### src/fbpa_pkg.sv
// fbpa_pkg: shared types and constants of the fixed block pool allocator
// no dependencies; imported by the interfaces and every module of the block
`default_nettype none

package fbpa_pkg;

  // field widths of the channels
  localparam int CMD_W      = 2;
  localparam int IDX_IN_W   = 8;
  localparam int GUARD_W    = 16;
  localparam int STATUS_W   = 2;
  localparam int OFF_W      = 20;
  localparam int USED_W     = 9;
  localparam int BS_W       = 13;
  localparam int TB_W       = 9;
  localparam int CFG_IDX_W  = 8;
  localparam int CFG_DATA_W = 16;

  // request commands
  localparam logic [CMD_W-1:0] CMD_ALLOC    = 2'd0;
  localparam logic [CMD_W-1:0] CMD_FREE     = 2'd1;
  localparam logic [CMD_W-1:0] CMD_FREE_ALL = 2'd2;

  // result status codes
  localparam logic [STATUS_W-1:0] ST_OK    = 2'd0;
  localparam logic [STATUS_W-1:0] ST_EMPTY = 2'd1;
  localparam logic [STATUS_W-1:0] ST_RANGE = 2'd2;
  localparam logic [STATUS_W-1:0] ST_GUARD = 2'd3;

  // configuration register indexes
  localparam logic [CFG_IDX_W-1:0] REG_BLOCK_SIZE   = 8'd0;
  localparam logic [CFG_IDX_W-1:0] REG_TOTAL_BLOCKS = 8'd1;

  localparam logic [BS_W-1:0] BLOCK_SIZE_RST   = 13'd4;
  localparam logic [TB_W-1:0] TOTAL_BLOCKS_RST = 9'd256;

  localparam logic [GUARD_W-1:0] GUARD_WORD = 16'hBEEF;

  // controller to datapath commands
  typedef struct packed {
    logic capture;  // latch the incoming request
    logic execute;  // update pool state and result registers
  } ctrl_cmd_t;

endpackage

`default_nettype wire

### src/fbpa_ifs.sv
// fbpa channel interfaces: request, result and configuration write channels
// depends on fbpa_pkg for field widths
`default_nettype none

interface fbpa_req_if import fbpa_pkg::*; ();
  logic                valid;
  logic                ready;
  logic [CMD_W-1:0]    command;
  logic [IDX_IN_W-1:0] block_index;
  logic [GUARD_W-1:0]  guard_seen;

  modport source (output valid, command, block_index, guard_seen, input ready);
  modport sink   (input valid, command, block_index, guard_seen, output ready);
endinterface

interface fbpa_rsp_if import fbpa_pkg::*; ();
  logic                valid;
  logic                ready;
  logic [STATUS_W-1:0] status;
  logic [IDX_IN_W-1:0] granted_index;
  logic [OFF_W-1:0]    byte_offset;
  logic [GUARD_W-1:0]  guard_to_write;
  logic [USED_W-1:0]   used_count;

  modport source (output valid, status, granted_index, byte_offset, guard_to_write,
                  used_count, input ready);
  modport sink   (input valid, status, granted_index, byte_offset, guard_to_write,
                  used_count, output ready);
endinterface

interface fbpa_cfg_if import fbpa_pkg::*; ();
  logic                  valid;
  logic                  ready;
  logic [CFG_IDX_W-1:0]  index;
  logic [CFG_DATA_W-1:0] data;

  modport source (output valid, index, data, input ready);
  modport sink   (input valid, index, data, output ready);
endinterface

`default_nettype wire

### src/fbpa_ctrl.sv
// fbpa_ctrl: request sequencer of the allocator (capture, execute, deliver)
// depends on fbpa_pkg for the command struct
`default_nettype none

module fbpa_ctrl import fbpa_pkg::*; (
  input  wire logic clk,
  input  wire logic rst_n,
  input  wire logic in_valid,
  output logic      in_ready,
  output logic      out_valid,
  input  wire logic out_ready,
  output ctrl_cmd_t cmd
);

  localparam logic [1:0] S_IDLE = 2'd0;
  localparam logic [1:0] S_EXEC = 2'd1;
  localparam logic [1:0] S_OUT  = 2'd2;

  logic [1:0] state_r;
  logic [1:0] state_nxt;

  assign in_ready    = (state_r == S_IDLE);
  assign out_valid   = (state_r == S_OUT);
  assign cmd.capture = in_valid && in_ready;
  assign cmd.execute = (state_r == S_EXEC);

  always_comb begin
    state_nxt = state_r;
    case (state_r)
      S_IDLE: begin
        if (in_valid) state_nxt = S_EXEC;
      end
      S_EXEC: begin
        state_nxt = S_OUT;
      end
      S_OUT: begin
        if (out_ready) state_nxt = S_IDLE;
      end
      default: begin
        state_nxt = S_IDLE;
      end
    endcase
  end

  always_ff @(posedge clk) begin
    if (!rst_n) begin
      state_r <= S_IDLE;
    end else begin
      state_r <= state_nxt;
    end
  end

`ifndef SYNTHESIS
  a_capture_then_exec: assert property (@(posedge clk) disable iff (!rst_n)
    cmd.capture |=> cmd.execute)
    else $error("captured request not executed next cycle");

  a_exec_then_result: assert property (@(posedge clk) disable iff (!rst_n)
    cmd.execute |=> (out_valid && !in_ready))
    else $error("executed request did not present a result");

  a_one_in_flight: assert property (@(posedge clk) disable iff (!rst_n)
    !(in_ready && (out_valid || cmd.execute)))
    else $error("new request taken while one is in flight");
`endif

endmodule

`default_nettype wire

### src/fbpa_dp.sv
// fbpa_dp: allocator datapath with config registers, free list link memory,
// stack head, fresh pointer, use count and result registers; uses fbpa_pkg
`default_nettype none

module fbpa_dp import fbpa_pkg::*; #(
  parameter int MAX_BLOCKS = 256
) (
  input  wire logic                  clk,
  input  wire logic                  rst_n,
  input  wire ctrl_cmd_t             cmd,
  input  wire logic                  cfg_we,
  input  wire logic [CFG_IDX_W-1:0]  cfg_index,
  input  wire logic [CFG_DATA_W-1:0] cfg_data,
  input  wire logic [CMD_W-1:0]      in_command,
  input  wire logic [IDX_IN_W-1:0]   in_block_index,
  input  wire logic [GUARD_W-1:0]    in_guard_seen,
  output logic [STATUS_W-1:0]        out_status,
  output logic [IDX_IN_W-1:0]        out_granted_index,
  output logic [OFF_W-1:0]           out_byte_offset,
  output logic [GUARD_W-1:0]         out_guard_to_write,
  output logic [USED_W-1:0]          out_used_count
);

  localparam int IDX_W  = $clog2(MAX_BLOCKS);
  localparam int PTR_W  = IDX_W + 1;
  localparam int CMP_W  = (PTR_W > TB_W) ? PTR_W : TB_W;
  localparam int PROD_W = IDX_W + BS_W + 1;
  localparam int OFFX_W = (PROD_W > OFF_W) ? PROD_W : OFF_W;
  localparam logic [PTR_W-1:0] MARK = PTR_W'(MAX_BLOCKS);

  // configuration
  logic [BS_W-1:0] block_size_r;
  logic [TB_W-1:0] total_blocks_r;

  // latched request
  logic [CMD_W-1:0]    cmd_r;
  logic [IDX_IN_W-1:0] idx_r;
  logic [GUARD_W-1:0]  guard_r;

  // pool state
  logic [PTR_W-1:0] head_r, head_nxt;
  logic [PTR_W-1:0] fresh_r, fresh_nxt;
  logic [PTR_W-1:0] used_r, used_nxt;

  // link memory
  logic [PTR_W-1:0] link_mem [MAX_BLOCKS];
  logic [PTR_W-1:0] link_rd_r;
  logic [IDX_W-1:0] rd_addr;
  logic [IDX_W-1:0] wr_addr;
  logic             link_we;

  // result registers
  logic [STATUS_W-1:0] status_r, status_nxt;
  logic [IDX_W-1:0]    grant_r, grant_nxt;
  logic [OFF_W-1:0]    offset_r, offset_nxt;
  logic [GUARD_W-1:0]  gout_r, gout_nxt;

  logic [CMP_W-1:0]  pool_ext, tb_ext, fresh_ext, idx_ext, used_ext, grant_ext;
  logic [PTR_W-1:0]  link_clamped;
  logic              head_avail;
  logic              got;
  logic [BS_W:0]     bs_plus2;
  logic [PROD_W-1:0] prod;
  logic [OFFX_W-1:0] prod_ext;

  assign tb_ext    = CMP_W'(total_blocks_r);
  assign pool_ext  = (tb_ext > CMP_W'(MAX_BLOCKS)) ? CMP_W'(MAX_BLOCKS) : tb_ext;
  assign fresh_ext = CMP_W'(fresh_r);
  assign idx_ext   = CMP_W'(idx_r);
  assign used_ext  = CMP_W'(used_r);
  assign grant_ext = CMP_W'(grant_r);

  assign head_avail   = (head_r < MARK);
  assign link_clamped = (link_rd_r > MARK) ? MARK : link_rd_r;
  assign rd_addr      = head_avail ? head_r[IDX_W-1:0] : '0;
  assign wr_addr      = idx_ext[IDX_W-1:0];

  always_comb begin
    head_nxt   = head_r;
    fresh_nxt  = fresh_r;
    used_nxt   = used_r;
    status_nxt = ST_OK;
    grant_nxt  = '0;
    gout_nxt   = '0;
    link_we    = 1'b0;
    got        = 1'b0;
    case (cmd_r)
      CMD_ALLOC: begin
        // recycled blocks first, then the lowest never-used one
        if (head_avail) begin
          grant_nxt = head_r[IDX_W-1:0];
          head_nxt  = link_clamped;
          got       = 1'b1;
        end else if (fresh_ext < pool_ext) begin
          grant_nxt = fresh_r[IDX_W-1:0];
          fresh_nxt = fresh_r + PTR_W'(1);
          got       = 1'b1;
        end
        if (got) begin
          if (used_r < MARK) used_nxt = used_r + PTR_W'(1);
          gout_nxt = GUARD_WORD;
        end else begin
          status_nxt = ST_EMPTY;
        end
      end
      CMD_FREE: begin
        if (idx_ext >= pool_ext) begin
          status_nxt = ST_RANGE;
        end else begin
          // block is freed even with a broken guard
          if (guard_r != GUARD_WORD) status_nxt = ST_GUARD;
          link_we  = 1'b1;
          head_nxt = idx_ext[PTR_W-1:0];
          if (used_r != '0) used_nxt = used_r - PTR_W'(1);
        end
      end
      CMD_FREE_ALL: begin
        head_nxt  = MARK;
        fresh_nxt = '0;
        used_nxt  = '0;
      end
      default: begin
      end
    endcase
  end

  assign bs_plus2   = {1'b0, block_size_r} + (BS_W + 1)'(2);
  assign prod       = PROD_W'(grant_nxt) * PROD_W'(bs_plus2);
  assign prod_ext   = OFFX_W'(prod);
  assign offset_nxt = prod_ext[OFF_W-1:0];

  always_ff @(posedge clk) begin
    if (!rst_n) begin
      block_size_r   <= BLOCK_SIZE_RST;
      total_blocks_r <= TOTAL_BLOCKS_RST;
    end else if (cfg_we) begin
      case (cfg_index)
        REG_BLOCK_SIZE:   block_size_r   <= cfg_data[BS_W-1:0];
        REG_TOTAL_BLOCKS: total_blocks_r <= cfg_data[TB_W-1:0];
        default: begin
        end
      endcase
    end
  end

  always_ff @(posedge clk) begin
    if (cmd.capture) begin
      cmd_r   <= in_command;
      idx_r   <= in_block_index;
      guard_r <= in_guard_seen;
    end
  end

  always_ff @(posedge clk) begin
    if (!rst_n) begin
      head_r   <= MARK;
      fresh_r  <= '0;
      used_r   <= '0;
      status_r <= ST_OK;
      grant_r  <= '0;
      offset_r <= '0;
      gout_r   <= '0;
    end else if (cmd.execute) begin
      head_r   <= head_nxt;
      fresh_r  <= fresh_nxt;
      used_r   <= used_nxt;
      status_r <= status_nxt;
      grant_r  <= grant_nxt;
      offset_r <= offset_nxt;
      gout_r   <= gout_nxt;
    end
  end

  // link under the stack head is read every cycle; head only moves on execute
  always_ff @(posedge clk) begin
    if (cmd.execute && link_we) begin
      link_mem[wr_addr] <= head_r;
    end
    link_rd_r <= link_mem[rd_addr];
  end

  assign out_status         = status_r;
  assign out_granted_index  = grant_ext[IDX_IN_W-1:0];
  assign out_byte_offset    = offset_r;
  assign out_guard_to_write = gout_r;
  assign out_used_count     = used_ext[USED_W-1:0];

`ifndef SYNTHESIS
  a_head_bounded: assert property (@(posedge clk) disable iff (!rst_n)
    head_r <= MARK)
    else $error("stack head beyond empty marker");

  a_fresh_bounded: assert property (@(posedge clk) disable iff (!rst_n)
    fresh_r <= MARK)
    else $error("fresh pointer beyond pool");

  a_used_bounded: assert property (@(posedge clk) disable iff (!rst_n)
    used_r <= MARK)
    else $error("use count beyond pool");

  a_guard_only_on_grant: assert property (@(posedge clk) disable iff (!rst_n)
    (gout_r == GUARD_WORD) |-> (status_r == ST_OK))
    else $error("guard word issued with failing status");

  a_free_all_clears: assert property (@(posedge clk) disable iff (!rst_n)
    (cmd.execute && cmd_r == CMD_FREE_ALL) |=> (used_r == '0 && head_r == MARK))
    else $error("free all left pool state behind");
`endif

endmodule

`default_nettype wire

### src/fixed_block_pool_allocator_top.sv
// fixed_block_pool_allocator_top: block pool allocator top level
// depends on fbpa_pkg, fbpa_ifs, fbpa_ctrl and fbpa_dp
//
//   channel   dir  handshake     payload
//   in_if     in   valid/ready   command, block_index, guard_seen
//   out_if    out  valid/ready   status, granted_index, byte_offset,
//                                guard_to_write, used_count
//   cfg_if    in   valid/ready   index, data (0 block_size, 1 total_blocks)
//
// the accept edge latches a request, the next edge updates the pool state and
// result registers from the link word already read under the stack head, and the
// result is offered once those registers are written; one request is in flight and
// the next request is taken the cycle after the result is taken
// reset (rst_n low, synchronous) empties the pool and restores the config
// a stalled result holds the block; config writes are always accepted
`default_nettype none

module fixed_block_pool_allocator_top import fbpa_pkg::*; #(
  parameter int MAX_BLOCKS = 256
) (
  input  wire logic   clk,
  input  wire logic   rst_n,
  fbpa_req_if.sink    in_if,
  fbpa_rsp_if.source  out_if,
  fbpa_cfg_if.sink    cfg_if
);

  ctrl_cmd_t cmd;

  assign cfg_if.ready = 1'b1;

  fbpa_ctrl u_ctrl (
    .clk       (clk),
    .rst_n     (rst_n),
    .in_valid  (in_if.valid),
    .in_ready  (in_if.ready),
    .out_valid (out_if.valid),
    .out_ready (out_if.ready),
    .cmd       (cmd)
  );

  fbpa_dp #(
    .MAX_BLOCKS (MAX_BLOCKS)
  ) u_dp (
    .clk                (clk),
    .rst_n              (rst_n),
    .cmd                (cmd),
    .cfg_we             (cfg_if.valid),
    .cfg_index          (cfg_if.index),
    .cfg_data           (cfg_if.data),
    .in_command         (in_if.command),
    .in_block_index     (in_if.block_index),
    .in_guard_seen      (in_if.guard_seen),
    .out_status         (out_if.status),
    .out_granted_index  (out_if.granted_index),
    .out_byte_offset    (out_if.byte_offset),
    .out_guard_to_write (out_if.guard_to_write),
    .out_used_count     (out_if.used_count)
  );

endmodule

`default_nettype wire
### src/flat_wrapper.sv
// flat-port wrapper written by rule: the top's interface ports become plain ports
module fixed_block_pool_allocator_top_flat import fbpa_pkg::*;
#(
  parameter int MAX_BLOCKS = 256
)
  (clk, rst_n, in_if_valid, in_if_command, in_if_block_index, in_if_guard_seen, in_if_ready, out_if_valid, out_if_status, out_if_granted_index, out_if_byte_offset, out_if_guard_to_write, out_if_used_count, out_if_ready, cfg_if_valid, cfg_if_index, cfg_if_data, cfg_if_ready);
  fbpa_req_if in_if_i ();
  fbpa_rsp_if out_if_i ();
  fbpa_cfg_if cfg_if_i ();
  input  wire logic clk;
  input  wire logic rst_n;
  input wire logic [$bits(in_if_i.valid)-1:0] in_if_valid;
  input wire logic [$bits(in_if_i.command)-1:0] in_if_command;
  input wire logic [$bits(in_if_i.block_index)-1:0] in_if_block_index;
  input wire logic [$bits(in_if_i.guard_seen)-1:0] in_if_guard_seen;
  output wire logic [$bits(in_if_i.ready)-1:0] in_if_ready;
  output wire logic [$bits(out_if_i.valid)-1:0] out_if_valid;
  output wire logic [$bits(out_if_i.status)-1:0] out_if_status;
  output wire logic [$bits(out_if_i.granted_index)-1:0] out_if_granted_index;
  output wire logic [$bits(out_if_i.byte_offset)-1:0] out_if_byte_offset;
  output wire logic [$bits(out_if_i.guard_to_write)-1:0] out_if_guard_to_write;
  output wire logic [$bits(out_if_i.used_count)-1:0] out_if_used_count;
  input wire logic [$bits(out_if_i.ready)-1:0] out_if_ready;
  input wire logic [$bits(cfg_if_i.valid)-1:0] cfg_if_valid;
  input wire logic [$bits(cfg_if_i.index)-1:0] cfg_if_index;
  input wire logic [$bits(cfg_if_i.data)-1:0] cfg_if_data;
  output wire logic [$bits(cfg_if_i.ready)-1:0] cfg_if_ready;
  assign in_if_i.valid = in_if_valid;
  assign in_if_i.command = in_if_command;
  assign in_if_i.block_index = in_if_block_index;
  assign in_if_i.guard_seen = in_if_guard_seen;
  assign in_if_ready = in_if_i.ready;
  assign out_if_valid = out_if_i.valid;
  assign out_if_status = out_if_i.status;
  assign out_if_granted_index = out_if_i.granted_index;
  assign out_if_byte_offset = out_if_i.byte_offset;
  assign out_if_guard_to_write = out_if_i.guard_to_write;
  assign out_if_used_count = out_if_i.used_count;
  assign out_if_i.ready = out_if_ready;
  assign cfg_if_i.valid = cfg_if_valid;
  assign cfg_if_i.index = cfg_if_index;
  assign cfg_if_i.data = cfg_if_data;
  assign cfg_if_ready = cfg_if_i.ready;
  fixed_block_pool_allocator_top #(.MAX_BLOCKS(MAX_BLOCKS)) u_core (.clk(clk), .rst_n(rst_n), .in_if(in_if_i), .out_if(out_if_i), .cfg_if(cfg_if_i));
endmodule
### config.mk
export PLATFORM = sky130hd
export DESIGN_NAME = fixed_block_pool_allocator_top_flat
export DESIGN_NICKNAME = d
export VERILOG_FILES = /design/src/fbpa_pkg.sv /design/src/fbpa_ifs.sv /design/src/fbpa_ctrl.sv /design/src/fbpa_dp.sv /design/src/fixed_block_pool_allocator_top.sv /design/src/flat_wrapper.sv
export SDC_FILE = /design/constraint.sdc
export NUM_CORES = 2
export LEC_CHECK = 0
export BUFFER_PORTS_ARGS = -buffer_cell sky130_fd_sc_hd__buf_2
export CAP_MARGIN = 20
export CORE_AREA = 3 3 379 755
export DETAILED_ROUTE_END_ITERATION = 6
export DIE_AREA = 0 0 382 758
export PLACE_DENSITY = 0.58
export SLEW_MARGIN = 40
export SYNTH_ARGS = -nofsm -noshare
export SYNTH_HDL_FRONTEND = slang
export SYNTH_SLANG_ARGS = --single-unit
### constraint.sdc
create_clock -name clk -period 23.7 [get_ports clk]
set_clock_uncertainty 0.1 [all_clocks]
set_input_delay 1.185 -clock clk [delete_from_list [all_inputs] [get_ports clk]]
set_output_delay 1.185 -clock clk [all_outputs]
set_load 0.02 [all_outputs]
## Yosys cells after proc, flatten, opt, wreduce, memory -nomap -nowiden

Memories as Yosys holds them, arrays and structs flattened. A register that Yosys moved wholly into a read port is not among the register bits.
Cells that the tools add are included.

| cells by class | value |
|---|---|
| mux-type cells | 33 |
| eq/ne operators | 15 |
| add/sub/neg operators | 4 |
| $mul | 1 |
| $lt $le $gt $ge | 6 |
| reductions and logical operators | 14 |

Operators with widths:

| operator | count |
|---|---|
| $mux 9 | 10 |
| $pmux 9 s3 | 2 |
| $mux 16 | 2 |
| $mux 8 | 4 |
| $mul 8x14->20 | 1 |
| $add 9x1->9 const B | 2 |
| $gt 9x9->1 const B | 2 |
| $lt 9x9->1 const B | 2 |
| $pmux 9 s2 | 1 |
| $ne 16x16->1 const B | 1 |
| $ne 2x2->1 const B | 8 |
| $add 13x2->14 const B | 1 |
| $ge 8x9->1 | 1 |
| $lt 9x9->1 | 1 |
| $reduce_bool 9->1 | 1 |
| $sub 9x1->9 const B | 1 |
| $eq 8x1->1 const B | 1 |
| $logic_not 8->1 | 1 |
| $mux 1 | 8 |
| $mux 2 | 4 |
| $reduce_and 4->1 | 2 |
| $pmux 2 s3 | 1 |
| $reduce_and 2->1 | 3 |
| $reduce_and 6->1 | 1 |
| other kinds (8) | 12 |

| storage, ports and cells | value |
|---|---|
| word-level logic and storage cells | 87 |
| memories kept | 1 |
| input port bits | 55 |
| register bits after elaboration | 123 |
| bits in writable memories | 2304 |

Memory list:

| memory | words | bits a word | read ports | clocked after memory_dff | wr ports | line | source |
|---|---|---|---|---|---|---|---|
| u_core.u_dp.link_mem | 256 | 9 | 1 | 1 | 1 | fbpa_dp.sv:46 | `logic [PTR_W-1:0] link_mem [MAX_BLOCKS];` |

## Logic depth before layout (Yosys ltp)

| depth | value |
|---|---|
| depth after elaboration | 8 |
| gate-level depth with buffers | 28 |

## By module

From an unflattened synthesis, not the netlist that was laid out.

| unflattened totals | value |
|---|---|
| cell total of the unflattened synthesis | 6033 |
| area total of the unflattened synthesis | 98186.7 µm² |

By module, submodules not included:

| module | area an instance (µm²) | cells each | instances |
|---|---|---|---|
| fbpa_dp | 98082.8 | 6022 | 1 |
| fbpa_ctrl | 92.6 | 9 | 1 |
| fixed_block_pool_allocator_top | 11.3 | 2 | 1 |

## Worst setup path after synthesis

OpenSTA, ideal clock, no wires.

| timing | value |
|---|---|
| kind | reg-to-reg |
| from | reg u_core.u_dp.head_r[8] |
| to | reg u_core.u_dp.offset_r[19] (netlist: u_core.u_dp.out_byte_offset[19]) |
| setup time | 0.121 ns |
| arrival time | 9.132 ns |
| setup slack | 14.347 ns |
| required time | 23.479 ns |
| cell stages (with the launch flop) | 28 |
| cell sequence | dfxtp_1 > buf_6 > nor2b_1 > clkbuf_1 > buf_2 > buf_2 > buf_2 > a21oi_1 > nand2b_1 > clkbuf_1 > nor2_1 > fa_1 > inv_1 > fa_1 > inv_1 > fa_1 > inv_1 > fa_1 > inv_1 > ha_1 > o21ai_0 > a21oi_1 > o41ai_1 > o21ai_0 > o41ai_1 > o21ai_0 > xnor2_1 > o21ai_0 |

| on the way | value |
|---|---|
| cells in the longest elaborated chain, start to end | 4 |

RTL lines:

| element | line | source |
|---|---|---|
| start, declared | fbpa_dp.sv:41 | `logic [PTR_W-1:0] head_r, head_nxt;` |
| start signal, assigned | fbpa_dp.sv:164 | `head_r <= head_nxt;` |
| $lt 9x9->1 | fbpa_dp.sv:73 | `assign head_avail = (head_r < MARK);` |
| $mux 8 | fbpa_dp.sv:90 | `if (head_avail) begin` |
| $mux 8 | fbpa_dp.sv:87 | `case (cmd_r)` |
| $mul 8x14->20 | fbpa_dp.sv:128 | `assign prod = PROD_W'(grant_nxt) * PROD_W'(bs_plus2);` |
| end signal, assigned | fbpa_dp.sv:169 | `offset_r <= offset_nxt;` |
| end, declared | fbpa_dp.sv:55 | `logic [OFF_W-1:0] offset_r, offset_nxt;` |

Every way passes these cells.
A chain may end at the register's enable or synchronous reset.

## Final worst setup path

| timing | value |
|---|---|
| from | reg u_core.u_dp.total_blocks_r[8] (netlist: u_core.u_dp.tb_ext[8]) |
| to | reg u_core.u_dp.offset_r[19] (netlist: u_core.u_dp.out_byte_offset[19]) |

| on the way | value |
|---|---|
| cells in the longest elaborated chain, start to end | 7 |

RTL lines:

| element | line | source |
|---|---|---|
| start, declared | fbpa_dp.sv:33 | `logic [TB_W-1:0] total_blocks_r;` |
| start signal, assigned | fbpa_dp.sv:139 | `REG_TOTAL_BLOCKS: total_blocks_r <= cfg_data[TB_W-1:0];` |
| $gt 9x9->1 | fbpa_dp.sv:67 | `assign pool_ext = (tb_ext > CMP_W'(MAX_BLOCKS)) ? CMP_W'(MAX_BLOCKS) : tb_ext;` |
| $mux 9 (*) | fbpa_dp.sv:67 |  |
| $lt 9x9->1 (*) | fbpa_dp.sv:94 | `end else if (fresh_ext < pool_ext) begin` |
| $mux 8 (*) | fbpa_dp.sv:94 |  |
| $mux 8 (*) | fbpa_dp.sv:90 |  |
| $mux 8 (*) | fbpa_dp.sv:87 |  |
| $mul 8x14->20 (*) | fbpa_dp.sv:128 |  |

Every way passes the cells marked *; elsewhere a longest branch is shown, timed or not.

==> flow_summary.html <==
<table>
<tr><th>Metric</th><th>Value</th></tr>
<tr><th colspan="2">STA</th></tr>
<tr><td>Final setup viols</td><td>0</td></tr>
<tr><td>Worst-margin pin slew</td><td>just under 1 ns</td></tr>
<tr><td>Min cycle time layout</td><td>8.25 ns</td></tr>
<tr><td>Setup repair after global routing missed its margin</td><td>no</td></tr>
<tr><td>Fin worst setup slack</td><td>around 15 ns</td></tr>
<tr><td>Maximum clock rate</td><td>~0.12 GHz</td></tr>
<tr><td>Endpoints failing hold</td><td>0</td></tr>
<tr><td>Fin crit share</td><td>a little over a third</td></tr>
<tr><td>Setup TNS after final layout</td><td>0 ns</td></tr>
<tr><td>Relative slew margins</td><td>35.9%</td></tr>
<tr><td>Number of pins exceeding their max-slew limit in the final report</td><td>0</td></tr>
<tr><th colspan="2">Outcome</th></tr>
<tr><td>Outcome</td><td>finished with violations</td></tr>
<tr><td>Violations in the final reports</td><td>design-rule violations</td></tr>
<tr><th colspan="2">Clocking</th></tr>
<tr><td>Post-CTS resize count</td><td>0</td></tr>
<tr><td>TritonCTS Buffers</td><td>between 200 and 250</td></tr>
<tr><td>Number of H-tree branching levels</td><td>4</td></tr>
<tr><td>Register clock-pin slew on the reported worst setup and hold paths</td><td>0.07 ns</td></tr>
<tr><td>Setup repair bufs after CTS</td><td>0</td></tr>
<tr><td>Worst-skew pair later-pin latency</td><td>just under 0.9 ns</td></tr>
<tr><td>Count of clock tree sinks</td><td>around 2,400</td></tr>
<tr><td>Clock buffer depth</td><td>4</td></tr>
<tr><td>CTS Root Buffer Type</td><td>clkbuf_16</td></tr>
<tr><td>CTS tree</td><td>built</td></tr>
<tr><td>Cts hold-fix bufs</td><td>0</td></tr>
<tr><th colspan="2">Synth</th></tr>
<tr><td>Number of flops mapped to enable cells by yosys</td><td>around 2,300</td></tr>
<tr><td>Average size of a mapped cell</td><td>between 15 and 20 um2</td></tr>
<tr><td>Instance count of the mapped netlist</td><td>between 5,000 and 6,000</td></tr>
<tr><td>Count of different cell masters after synthesis</td><td>a little over 80</td></tr>
<tr><td>Number of flip-flops and latches in the synthesized netlist</td><td>2,421</td></tr>
<tr><td>Share of the synthesized area in the top cell type</td><td>71.3%</td></tr>
<tr><td>Cell type contributing the most total cell area after synthesis</td><td>edfxtp_1</td></tr>
<tr><td>YS warnings</td><td>0</td></tr>
<tr><td>Share of the yosys chip area belonging to registers</td><td>between 70% and 80%</td></tr>
<tr><td>Most common flop cell mapped by yosys</td><td>edfxtp_1</td></tr>
<tr><td>Synth top area cells</td><td>edfxtp_1 71%, mux2i_1 6.0%, mux4_2 3.4%, o22ai_1 2.3%, nor2_1 2.0%</td></tr>
<tr><td>Synth Cell Area</td><td>about 98,000 um2</td></tr>
<tr><td>Share of synthesized registers carrying an async set or reset</td><td>0%</td></tr>
<tr><th colspan="2">Worst setup path</th></tr>
<tr><td>Most repeated library cell on the critical path</td><td>inv_1</td></tr>
<tr><td>Startpoint class of the critical path</td><td>flop</td></tr>
<tr><td>Number of buffers and inverters on the critical path</td><td>5</td></tr>
<tr><td>Kind of end point of the critical path</td><td>flop</td></tr>
<tr><td>Cell family contributing the most delay on the critical path</td><td>compound AO/OA/AOI/OAI gates</td></tr>
<tr><td>Worst setup path category</td><td>flop to flop</td></tr>
<tr><td>CP Data Arrival Time</td><td>slightly below 9 ns</td></tr>
<tr><td>Crit path required time</td><td>~24 ns</td></tr>
<tr><td>Delay contributed by the slowest stage of the critical path</td><td>approximately 0.65 ns</td></tr>
<tr><td>Biggest fanout along the worst timing path</td><td>15</td></tr>
<tr><td>Standard cell with the maximum stage delay on the critical path</td><td>a21oi_1</td></tr>
<tr><th colspan="2">Routing</th></tr>
<tr><td>Sum of routed wire length over all layers</td><td>between 200 and 300 mm</td></tr>
<tr><td>Remaining design rule violation count</td><td>1</td></tr>
<tr><td>Initial detailed-routing violation count</td><td>4,733</td></tr>
<tr><td>Residual antenna-violating net count after detailed routing</td><td>0</td></tr>
<tr><td>Detailed-routing iteration count for the pre-antenna-repair pass</td><td>7</td></tr>
<tr><td>Wire length per cell</td><td>between 20 and 30 um</td></tr>
<tr><td>Via-to-Cell Ratio</td><td>approximately 5.5</td></tr>
<tr><td>Total via count after detailed routing</td><td>approximately 54,000</td></tr>
<tr><th colspan="2">Final layout</th></tr>
<tr><td>Share of final-layout standard cells stronger than drive strength 1</td><td>between 15 and 20%</td></tr>
<tr><td>Growth of design area from synthesis to finish</td><td>12.1%</td></tr>
<tr><td>Net count of the finished layout</td><td>between 6,000 and 7,000</td></tr>
<tr><th colspan="2">Global routing</th></tr>
<tr><td>Vias in the first global route</td><td>56,500</td></tr>
<tr><td>Aggregate global-route resource usage</td><td>roughly a fifth</td></tr>
<tr><td>Maximum number of pins on one net before global-route repair</td><td>140</td></tr>
<tr><td>Wire length of the first global-routing pass</td><td>404 mm</td></tr>
<tr><td>Grt total ovfl</td><td>0</td></tr>
<tr><td>Number of antenna violations at the first check in global routing</td><td>2</td></tr>
<tr><th colspan="2">Die</th></tr>
<tr><td>Width of the die</td><td>382 um</td></tr>
<tr><td>Die Y-Extent</td><td>approximately 760 um</td></tr>
<tr><td>Core Region</td><td>between 200,000 and 300,000 um2</td></tr>
<tr><td>Starting density of the core</td><td>between 30% and 40%</td></tr>
<tr><td>Number of placement rows</td><td>275</td></tr>
<tr><td>Die area</td><td>approximately 290,000 um2</td></tr>
<tr><td>Boundary Pins</td><td>roughly 110</td></tr>
<tr><th colspan="2">Run</th></tr>
<tr><td>Max-Cap Viols</td><td>0</td></tr>
<tr><th colspan="2">Placed design</th></tr>
<tr><td>Input/output buffers</td><td>between 100 and 150</td></tr>
<tr><td>Post-Place Worst Slack</td><td>15.51 ns</td></tr>
<tr><td>Sum of net half-perimeters after detailed placement</td><td>approximately 180 mm</td></tr>
<tr><td>Final GP Congestion</td><td>0.900</td></tr>
<tr><th colspan="2">Power</th></tr>
<tr><td>Pwr per Cell Area</td><td>about 76 nW/um2</td></tr>
<tr><td>Cell leakage power</td><td>roughly 36 nW</td></tr>
<tr><td>Worst VDD drop</td><td>between 0.05 and 0.06 mV</td></tr>
<tr><th colspan="2">Worst hold path</th></tr>
<tr><td>Type of the worst min-delay path</td><td>flop to flop</td></tr>
</table>
## synth_stat cells (all sizes together) (5+ instances only)
| cell | number |
|---|---|
| nor3b | 6 |
| xor2 | 17 |
| o22ai | 353 |
| edfxtp | 2330 |
| nand2 | 312 |
| nor2b | 16 |
| inv | 114 |
| fa | 72 |
| nand3 | 33 |
| dfxtp | 91 |
| o211ai | 129 |
| a311oi | 5 |
| and3 | 7 |
| o221ai | 153 |
| mux2i | 585 |
| o21bai | 6 |
| ha | 64 |
| mux2 | 11 |
| nand2b | 24 |
| clkbuf | 216 |
| and2 | 7 |
| or3 | 25 |
| o32ai | 6 |
| buf | 187 |
| xnor2 | 24 |
| nand4 | 29 |
| nor2 | 526 |
| a211oi | 45 |
| a221oi | 124 |
| o21ai | 70 |
| a21oi | 149 |
| a31oi | 7 |
| a22oi | 15 |
| mux4 | 148 |
| a21o | 13 |
| nor3 | 25 |
## cells in the final DEF, fill, tap and decap left out, types with 12 or more instances in the layout
| cell | instances |
|---|---|
| mux2i_1 | 585 |
| nand2_2 | 20 |
| a211oi_1 | 43 |
| clkbuf_1 | 27 |
| buf_6 | 13 |
| buf_4 | 107 |
| o21ai_0 | 64 |
| a21o_1 | 13 |
| nor3_1 | 25 |
| o211ai_1 | 129 |
| clkinv_1 | 50 |
| nor2_1 | 273 |
| nand3_1 | 27 |
| fa_1 | 72 |
| or3_1 | 25 |
| o22ai_1 | 347 |
| nand4_1 | 29 |
| mux4_2 | 148 |
| bufinv_16 | 16 |
| o221ai_1 | 153 |
| xor2_1 | 12 |
| ha_1 | 64 |
| inv_1 | 112 |
| nor2_2 | 251 |
| clkinv_2 | 40 |
| a22oi_1 | 15 |
| clkbuf_16 | 205 |
| dfxtp_1 | 82 |
| buf_12 | 15 |
| xnor2_1 | 22 |
| a21oi_1 | 148 |
| buf_2 | 105 |
| nand2b_1 | 20 |
| nand2_1 | 290 |
| edfxtp_1 | 2330 |
| a221oi_1 | 124 |
## through the flow
step	utilization, %	std cells	power (mW)	hold WS (ns)	instance area [um2]
2_1_floorplan	-	6001	4.99	0.362	98100
6_report	39.2	9940	8.31	0.348	110000
5_1_grt	39.2	9939	8.54	0.376	110000
4_1_cts	39.1	9936	8.37	0.345	110000
3_3_place_gp	36.6	9570	5.10	0.339	103000
3_5_place_dp	36.8	9578	5.11	0.343	103000
## report_power, final
group | leakage (nW) | switching (mW) | internal, mW
combinational | 10.5 | 0.230 | 0.0726
clock | 3.08 | 1.53 | 1.76
sequential | 22.4 | 0.0172 | 4.70
total | 36.0 | 1.78 | 6.53
## cells by family (layout without fill, tap and decap cells)
| family | count (synthesis) | count (layout) | share of synthesized area (%) |
|---|---|---|---|
| buf+inv | 519 | 717 | 2.41 |
| compound gates | 1110 | 1110 | 7.91 |
| xor+xnor | 41 | 41 | 0.366 |
| other cells | 2 | 6 | 0.00765 |
| mux | 744 | 744 | 9.49 |
| flops | 2421 | 2421 | 73.2 |
| simple gates | 1026 | 1026 | 4.37 |
| fa+ha+maj | 136 | 136 | 2.28 |
## final timing paths
kind	from	endpoint	slack, ns	cells after the start
max reg2reg	u_core.u_dp.tb_ext[8]$_SDFFE_PN1P_	u_core.u_dp.out_byte_offset[19]$_SDFFE_PN0N_	15.45	26
min reg2reg	u_core.u_dp.out_byte_offset[0]$_SDFFE_PN0N_	u_core.u_dp.out_byte_offset[0]$_SDFFE_PN0N_	0.35	2
max	u_core.u_dp.tb_ext[8]$_SDFFE_PN1P_	u_core.u_dp.out_byte_offset[19]$_SDFFE_PN0N_	15.45	26
min	u_core.u_dp.out_byte_offset[0]$_SDFFE_PN0N_	u_core.u_dp.out_byte_offset[0]$_SDFFE_PN0N_	0.35	2
## state kept, by name (all words and copies together), names as in the netlist
signal,flops
u_core.u_dp.out_granted_index,8
u_core.u_dp.head_r,9
u_core.u_ctrl.state_r,2
u_core.u_dp.guard_r,16
u_core.u_dp.out_status,2
u_core.u_dp.out_used_count,9
u_core.u_dp.tb_ext,9
u_core.u_dp.out_guard_to_write,1
u_core.u_dp.idx_r,8
u_core.u_dp.block_size_r,13
u_core.u_dp.link_rd_r,9
u_core.u_dp.out_byte_offset,20
u_core.u_dp.fresh_ext,9
u_core.u_dp.link_mem,2304
u_core.u_dp.cmd_r,2
## metal layers
layer | global-route usage (%) | share of wire [%] | up-vias
met5 | 0 | 0.0046 | -
li1 | - | - | 23800
met4 | 13.5 | 8.2 | 2
met3 | 2.04 | 4.6 | 629
met1 | 19.0 | 32 | 28100
met2 | 36.4 | 55 | 1964
## area by class of cell
cell class | instances | area, um2
inverters | 116 | 435
repair buffers | 243 | 1840
fillers | 25600 | 171000
diodes | 2 | 5.00
multi-input cells | 3061 | 24900
well taps | 3739 | 4680
flip-flops and latches | 2421 | 71800
clock inverters | 126 | 1050
clock buffers | 232 | 5230
## tightest hold or removal path, stage by stage, from the launching register on
cell	delay, ns
dfxtp_1	0.31
nand2_1	0.05
a21oi_1	0.05
Power figures use the tool's default switching activity.
